**src/mdbr_pkg.sv**
```systemverilog
// Shared types, constants and a helper function for the debounce unit.
`timescale 1ns / 1ps

package mdbr_pkg;

    localparam int unsigned MAX_CHANNELS = 16;
    localparam int unsigned DELAY_W      = 5;
    localparam int unsigned COUNT_W      = 8;
    localparam int unsigned CFG_DATA_W   = 40;
    localparam int unsigned CFG_ADDR_W   = 2;

    localparam logic [COUNT_W-1:0] LIMIT_RESET = 8'd20;
    localparam logic [DELAY_W-1:0] DELAY_MAX   = 5'd25;

    // Register indexes of the configuration port.
    localparam logic [CFG_ADDR_W-1:0] CFG_DEBOUNCE_LIMIT = 2'd0;
    localparam logic [CFG_ADDR_W-1:0] CFG_DELAY_LOW      = 2'd1;
    localparam logic [CFG_ADDR_W-1:0] CFG_DELAY_HIGH     = 2'd2;

    // Item kinds carried in tuser.
    localparam logic ACTION_FAST = 1'b0;
    localparam logic ACTION_SLOW = 1'b1;

    // Per-lane item, common to all lanes.
    typedef struct packed {
        logic                 step;
        logic                 slow;
        logic [COUNT_W-1:0]   limit;
    } t_lane_ctrl;

    // Release load: delay saturated at 25, times ten (8x + 2x).
    function automatic logic [COUNT_W-1:0] f_release_load(input logic [DELAY_W-1:0] delay);
        logic [DELAY_W-1:0] d;
        d = (delay > DELAY_MAX) ? DELAY_MAX : delay;
        return {d, 3'b000} + {2'b00, d, 1'b0};
    endfunction

endpackage

```
**src/mdbr_lane.sv**
```systemverilog
// One debounce channel: integrating counter, release counter and the two state bits.
`timescale 1ns / 1ps

module mdbr_lane
    import mdbr_pkg::*;
(
    input  logic               i_clk,
    input  logic               i_rst_n,
    input  t_lane_ctrl         i_ctrl,
    input  logic               i_raw,
    input  logic [COUNT_W-1:0] i_load,
    output logic               o_debounced_next,
    output logic               o_logic_next
);

    logic [COUNT_W-1:0] r_integ, n_integ;
    logic [COUNT_W-1:0] r_rel, n_rel;
    logic               r_deb, n_deb;
    logic               r_logic, n_logic;

    always_comb begin
        n_integ = r_integ;
        n_rel   = r_rel;
        n_deb   = r_deb;
        n_logic = r_logic;
        if (i_ctrl.slow) begin
            if (r_rel != '0) begin
                n_rel = r_rel - 1'b1;
                if (r_rel == COUNT_W'(1)) begin
                    n_logic = 1'b0;
                end
            end
        end else if (i_raw) begin
            // Inactive sample: integrate toward zero, starting the release when zero is reached.
            if (r_integ != '0) begin
                n_integ = r_integ - 1'b1;
                if (r_integ == COUNT_W'(1)) begin
                    n_deb = 1'b0;
                    n_rel = i_load;
                    if (i_load == '0) begin
                        n_logic = 1'b0;
                    end
                end
            end
        end else begin
            if (r_integ < i_ctrl.limit) begin
                n_integ = r_integ + 1'b1;
                if (n_integ == i_ctrl.limit) begin
                    n_deb   = 1'b1;
                    n_logic = 1'b1;
                    n_rel   = '0;
                end
            end
        end
    end

    always_ff @(posedge i_clk) begin
        if (!i_rst_n) begin
            r_integ <= '0;
            r_rel   <= '0;
            r_deb   <= 1'b0;
            r_logic <= 1'b0;
        end else if (i_ctrl.step) begin
            r_integ <= n_integ;
            r_rel   <= n_rel;
            r_deb   <= n_deb;
            r_logic <= n_logic;
        end
    end

    assign o_debounced_next = n_deb;
    assign o_logic_next     = n_logic;

    // A set debounced bit always has the logic bit set and no release pending.
    a_deb_logic: assert property (@(posedge i_clk) disable iff (!i_rst_n)
        r_deb |-> r_logic) else $error("debounced bit set without logic bit");
    a_deb_norel: assert property (@(posedge i_clk) disable iff (!i_rst_n)
        r_deb |-> (r_rel == '0)) else $error("release pending while debounced");
    a_rel_range: assert property (@(posedge i_clk) disable iff (!i_rst_n)
        r_rel <= COUNT_W'(250)) else $error("release count above maximum load");

endmodule

```
**src/mdbr_merge.sv**
```systemverilog
// Merges the lane results into one output item, with a skid stage toward the sink.
`timescale 1ns / 1ps

module mdbr_merge
    import mdbr_pkg::*;
(
    input  logic                    i_clk,
    input  logic                    i_rst_n,
    input  logic                    i_accept,
    input  logic [MAX_CHANNELS-1:0] i_debounced,
    input  logic [MAX_CHANNELS-1:0] i_logic,
    output logic                    o_ready,
    output logic                    o_valid,
    input  logic                    i_take_ready,
    output logic [2*MAX_CHANNELS-1:0] o_data
);

    logic [2*MAX_CHANNELS-1:0] r_out, r_skid;
    logic                      r_out_valid, r_skid_valid;
    logic                      take;
    logic [2*MAX_CHANNELS-1:0] new_item;

    assign new_item = {i_logic, i_debounced};
    assign take     = r_out_valid && i_take_ready;

    always_ff @(posedge i_clk) begin
        if (!i_rst_n) begin
            r_out_valid  <= 1'b0;
            r_skid_valid <= 1'b0;
        end else if (r_skid_valid) begin
            if (take) begin
                r_skid_valid <= 1'b0;
            end
        end else if (i_accept) begin
            if (r_out_valid && !take) begin
                r_skid_valid <= 1'b1;
            end else begin
                r_out_valid <= 1'b1;
            end
        end else if (take) begin
            r_out_valid <= 1'b0;
        end
    end

    always_ff @(posedge i_clk) begin
        if (r_skid_valid) begin
            if (take) begin
                r_out <= r_skid;
            end
        end else if (i_accept) begin
            if (r_out_valid && !take) begin
                r_skid <= new_item;
            end else begin
                r_out <= new_item;
            end
        end
    end

    assign o_ready = !r_skid_valid;
    assign o_valid = r_out_valid;
    assign o_data  = r_out;

    a_skid_behind_out: assert property (@(posedge i_clk) disable iff (!i_rst_n)
        r_skid_valid |-> r_out_valid) else $error("skid entry without output entry");
    a_fill_skid: assert property (@(posedge i_clk) disable iff (!i_rst_n)
        (i_accept && r_out_valid && !i_take_ready) |=> r_skid_valid)
        else $error("held result not parked in skid stage");
    a_drain_skid: assert property (@(posedge i_clk) disable iff (!i_rst_n)
        (r_skid_valid && i_take_ready) |=> (r_out_valid && !r_skid_valid))
        else $error("skid stage not drained on transfer");

endmodule

```
**src/multi_input_debounce_with_release_delay_unit.sv**
```systemverilog
// Top level of the multi-input debounce unit with release delay.
`timescale 1ns / 1ps

// Debounces up to 16 active-low inputs, one lane per channel working in parallel.
// Each input transfer is a fast sample tick (tuser 0, raw levels in tdata) or a
// slow release tick (tuser 1, tdata ignored), and yields exactly one output
// transfer with the debounced and logic masks after that tick. The lanes work on
// an item within the cycle of its input transfer, and the merged result is
// registered at that edge in the output or skid stage and offered from there. A new item
// is taken every cycle; a two-entry output stage keeps the input ready while one
// result waits on the sink, and the input stalls only once two results wait.
// Configuration writes take effect on the next item and are to be made while no
// results are outstanding. Channels at or above CHANNELS read as zero.
module multi_input_debounce_with_release_delay_unit
    import mdbr_pkg::*;
#(
    parameter int unsigned CHANNELS = 16
) (
    input  logic                  i_clk,
    input  logic                  i_rst_n,
    input  logic                  s_tvalid,
    output logic                  s_tready,
    input  logic [15:0]           s_tdata,   // [15:0] raw_inputs
    input  logic                  s_tuser,   // [0] action
    output logic                  m_tvalid,
    input  logic                  m_tready,
    output logic [31:0]           m_tdata,   // [15:0] debounced_bits, [31:16] logic_bits
    input  logic                  i_cfg_we,
    input  logic [CFG_ADDR_W-1:0] i_cfg_addr,
    input  logic [CFG_DATA_W-1:0] i_cfg_wdata
);

    logic [COUNT_W-1:0]    r_limit;
    logic [CFG_DATA_W-1:0] r_delay_lo, r_delay_hi;

    always_ff @(posedge i_clk) begin
        if (!i_rst_n) begin
            r_limit    <= LIMIT_RESET;
            r_delay_lo <= '0;
            r_delay_hi <= '0;
        end else if (i_cfg_we) begin
            case (i_cfg_addr)
                CFG_DEBOUNCE_LIMIT: r_limit    <= i_cfg_wdata[COUNT_W-1:0];
                CFG_DELAY_LOW:      r_delay_lo <= i_cfg_wdata;
                CFG_DELAY_HIGH:     r_delay_hi <= i_cfg_wdata;
                default: ;
            endcase
        end
    end

    logic       accept;
    t_lane_ctrl lane_ctrl;
    logic [MAX_CHANNELS-1:0] deb_next, logic_next;

    assign accept          = s_tvalid && s_tready;
    assign lane_ctrl.step  = accept;
    assign lane_ctrl.slow  = (s_tuser == ACTION_SLOW);
    // A limit of zero behaves as one.
    assign lane_ctrl.limit = (r_limit == '0) ? COUNT_W'(1) : r_limit;

    for (genvar c = 0; c < MAX_CHANNELS; c++) begin : g_lane
        if (c < CHANNELS) begin : g_used
            logic [DELAY_W-1:0] delay;
            if (c < 8) begin : g_lo
                assign delay = r_delay_lo[DELAY_W*c +: DELAY_W];
            end else begin : g_hi
                assign delay = r_delay_hi[DELAY_W*(c-8) +: DELAY_W];
            end
            mdbr_lane u_lane (
                .i_clk            (i_clk),
                .i_rst_n          (i_rst_n),
                .i_ctrl           (lane_ctrl),
                .i_raw            (s_tdata[c]),
                .i_load           (f_release_load(delay)),
                .o_debounced_next (deb_next[c]),
                .o_logic_next     (logic_next[c])
            );
        end else begin : g_unused
            assign deb_next[c]   = 1'b0;
            assign logic_next[c] = 1'b0;
        end
    end

    mdbr_merge u_merge (
        .i_clk        (i_clk),
        .i_rst_n      (i_rst_n),
        .i_accept     (accept),
        .i_debounced  (deb_next),
        .i_logic      (logic_next),
        .o_ready      (s_tready),
        .o_valid      (m_tvalid),
        .i_take_ready (m_tready),
        .o_data       (m_tdata)
    );

endmodule
```
**config.mk**
```make
export PLATFORM = sky130hd
export DESIGN_NAME = multi_input_debounce_with_release_delay_unit
export DESIGN_NICKNAME = d
export VERILOG_FILES = /design/src/mdbr_pkg.sv /design/src/mdbr_lane.sv /design/src/mdbr_merge.sv /design/src/multi_input_debounce_with_release_delay_unit.sv
export SDC_FILE = /design/constraint.sdc
export NUM_CORES = 2
export LEC_CHECK = 0
export BUFFER_PORTS_ARGS = -buffer_cell sky130_fd_sc_hd__buf_2
export CAP_MARGIN = 20
export CORE_MARGIN = 3
export CORE_UTILIZATION = 65
export CTS_CLUSTER_DIAMETER = 60
export DETAILED_ROUTE_END_ITERATION = 7
export HOLD_SLACK_MARGIN = 0.12
export PLACE_DENSITY = 0.85
export SYNTH_ARGS = -nofsm -noshare
export SYNTH_HDL_FRONTEND = slang
export SYNTH_SLANG_ARGS = --single-unit
```
**constraint.sdc**
```tcl
create_clock -name i_clk -period 5.6 [get_ports i_clk]
set_input_delay 0 -clock i_clk [delete_from_list [all_inputs] [get_ports i_clk]]
set_output_delay 0 -clock i_clk [all_outputs]
set_load 0.02 [all_outputs]
```
==> impl_metrics.json <==
{
  "tritoncts": "done",
  "grt_pass1_wl_mm": 152,
  "worstPathRequired_ns": 6.09,
  "max_slew_margin_pct": 19.1,
  "hp-class": "primary input to flop",
  "clock_latency_ns": 0.60,
  "tightest_slew_ns": 1.21,
  "antenna_found_initial": 3,
  "grt_pass1_vias": 29374,
  "ir_drop_uv": 310,
  "layout-drive-gt1-share_pct": 7.64,
  "place_area_um2": 33000,
  "first_pass_iters": 6,
  "grt_max_degree": 123,
  "fin_skew_ns": 0.0137,
  "status": "complete, no violations",
  "row_count": 81,
  "synth_fp_nets": 4503,
  "p_leak_nw": 13.9,
  "fin_nets": 4481,
  "area_growth_pct": 8.88,
  "path_clk_slew_ns": 0.06,
  "cts.sinks": 442,
  "synthFlopType": "dfxtp_1",
  "place_hpwl_mm": 63.5,
  "synth_area_um2": 32600,
  "syn_area_per_cell_um2": 7.80,
  "synth_edf_count": 64,
  "ys_warn_count": 0,
  "ys_types": 102,
  "ys_seq_area_share_pct": 29.1,
  "final_common_cell": "nand2_1",
  "endpoint_kind": "flop",
  "root_buffer": "clkbuf_16",
  "period_needed_ns": 4.21,
  "routed-via-count": 31812,
  "ioPinCount": 98,
  "grt_overflow": 0,
  "die_x_um": 230,
  "drtIter0Drc": 3806,
  "gr-usage-all-layers_pct": 34.5,
  "r2r_slack_ns": 1.39,
  "path_max_fanout": 14,
  "cts_max_level": 2,
  "final_area_um2": 35500,
  "fin_ws_ns": 1.39,
  "finalWeightedCongestion": 0.935,
  "startpoint_type": "flop",
  "synth-async-reset-ratio_pct": 0,
  "syn_inst": 4181,
  "worstPathArrival_ns": 4.70,
  "rsz0062_at_grt": "false",
  "clock.fmax_mhz": 238,
  "slew_violations": 0,
  "drt_wl_total_mm": 95.2,
  "numPortBuffers": 97,
  "maxCapViolCount": 0,
  "drc": 0,
  "fillers": 3824,
  "vias_per_cell": 6.54,
  "hold_viol": 0,
  "criticalPathCategory": "flop to flop",
  "pre_cts_ws_ns": 1.57,
  "clockBufferDepth": 3,
  "synth-seq-cells": 442,
  "core_area_um2": 49300,
  "tns_ns": 0,
  "cts_made_buffers": 51,
  "initial_core_util_pct": 66.2,
  "final-setup-viol-count": 0,
  "ant_nets": 0,
  "die_h_um": 230,
  "dieArea_um2": 52900,
  "layout_common_cells": "nand2_1 (480), dfxtp_1 (377), nor2_1 (371)",
  "fin_crit_sh_pct": 75.2,
  "post-route-util_pct": 72.1,
  "detail_route.wl_per_cell_um": 19.6,
  "power_density_nw_per_um2": 285
}
==> where the power goes <==
group | switching [mW] | internal [mW] | total (mW)
clock | 1.42 | 2.11 | 3.53
combinational | 1.60 | 1.15 | 2.75
sequential | 0.372 | 3.45 | 3.83
total | 3.39 | 6.71 | 10.1
==> cell type report <==
type                            instances  area, um^2  area share [%]
Clock inverter                         27         310           0.874
Tap cell                              664         831            2.34
Clock buffer                           68        1450            4.10
Timing Repair Buffer                  203        1470            4.14
Sequential cell                       442        9490            26.7
Antenna cell                            2        5.00          0.0141
Inverter                              135         517            1.46
Multi-Input combinational cell       3326       21400            60.3
==> cells by family (layout without fill, tap and decap cells) <==
logic type / after synthesis / in the layout / synth area share [%]
and+or+nand+nor: 1577 / 1577 / 23.3
AOI/OAI and AO/OA: 1125 / 1125 / 22.0
DFF: 442 / 442 / 29.1
buffers and inverters: 413 / 433 / 5.29
xor gates and xnor gates: 294 / 294 / 7.94
adders and majority gates: 258 / 258 / 9.92
muxes: 72 / 72 / 2.36
other: 0 / 2 / 0
==> per-layer routing <==
metal / vias to the layer above / GRT usage (%) / wire, um
met4: 0 / 15.9 / 4520
met3: 308 / 4.98 / 8870
met5: - / 0 / 0
met1: 14852 / 45.2 / 38600
met2: 1570 / 56.2 / 43100
li1: 15082 / - / -
==> worst max-delay path, cell delays in order (launching register included) <==
cell	delay (ns)
dfxtp_1	0.45
nor4_1	0.31
a41o_1	0.75
ha_1	0.27
nand2b_1	0.10
a21oi_1	0.06
a2111oi_0	0.36
o21ai_0	0.27
nor4_1	0.56
o31a_1	0.52
o21ai_0	0.17
a32o_1	0.28
==> path summary, 6_finish.rpt <==
path                   start                                end  cells after the start
max               r_limit[7]  g_lane[13].g_used.u_lane.r_rel[2]                     11
min          i_cfg_wdata[20]                     r_delay_hi[20]                      4
max reg2reg       r_limit[7]  g_lane[13].g_used.u_lane.r_rel[2]                     11
min reg2reg   r_delay_hi[25]                     r_delay_hi[25]                      2
==> synth_stat cells, types with 17 or more instances <==
| master | instances | area [um^2] |
|---|---|---|
| a211oi_1 | 45 | 338 |
| buf_1 | 28 | 105 |
| ha_1 | 257 | 3220 |
| dfxtp_1 | 378 | 7570 |
| nor2_1 | 372 | 1400 |
| nor4_1 | 64 | 400 |
| or3_1 | 52 | 325 |
| mux2_2 | 38 | 428 |
| nand4_1 | 41 | 257 |
| a21o_1 | 27 | 203 |
| a31oi_1 | 80 | 500 |
| o21a_1 | 36 | 270 |
| xnor2_1 | 191 | 1670 |
| and3_1 | 34 | 213 |
| o22ai_1 | 57 | 357 |
| nor2b_1 | 53 | 332 |
| clkbuf_1 | 189 | 709 |
| buf_2 | 37 | 185 |
| nand3b_1 | 24 | 180 |
| nand3_1 | 165 | 826 |
| o31ai_1 | 46 | 345 |
| o21bai_1 | 19 | 143 |
| nand2_1 | 480 | 1800 |
| mux2i_1 | 33 | 330 |
| a31o_2 | 17 | 149 |
| inv_1 | 130 | 488 |
| o21ai_0 | 249 | 1250 |
| and2_1 | 56 | 350 |
| edfxtp_1 | 64 | 1920 |
| nand2b_1 | 28 | 175 |
| a21oi_1 | 330 | 1650 |
| xor2_1 | 102 | 893 |
| o211ai_1 | 29 | 218 |
| nor3_1 | 124 | 621 |
==> registers in the layout, indices dropped and copies added, names as in the netlist <==
| register | cells |
|---|---|
| u_merge.r_skid | 32 |
| r_delay_hi | 40 |
| r_delay_lo | 40 |
| g_lane.g_used.u_lane.r_logic | 16 |
| u_merge.o_valid | 1 |
| u_merge.o_data | 32 |
| g_lane.g_used.u_lane.r_rel | 128 |
| u_merge.r_skid_valid | 1 |
| g_lane.g_used.u_lane.r_integ | 128 |
| r_limit | 8 |
| g_lane.g_used.u_lane.r_deb | 16 |
==> repair_timing <==
action / CTS / global route
hold buffers: 66 / 0
gates resized for setup: 0 / 0
endpoints found under the setup margin: 0 / 0
hold endpoints to repair: 289 / 0
buffers inserted: 0 / 0
==> stage by stage <==
| step | hold WS, ns | total power, mW | std cells |
|---|---|---|---|
| after CTS | 0.174 | 10.1 | 4861 |
| final | 0.207 | 10.1 | 4867 |
| after floorplan | 0.100 | 5.90 | 4181 |
| after detailed placement | 0.230 | 6.50 | 4700 |
| after global placement | 0.215 | 6.43 | 4699 |
| after global routing | 0.194 | 10.6 | 4865 |
Power figures use the tool's default switching activity.
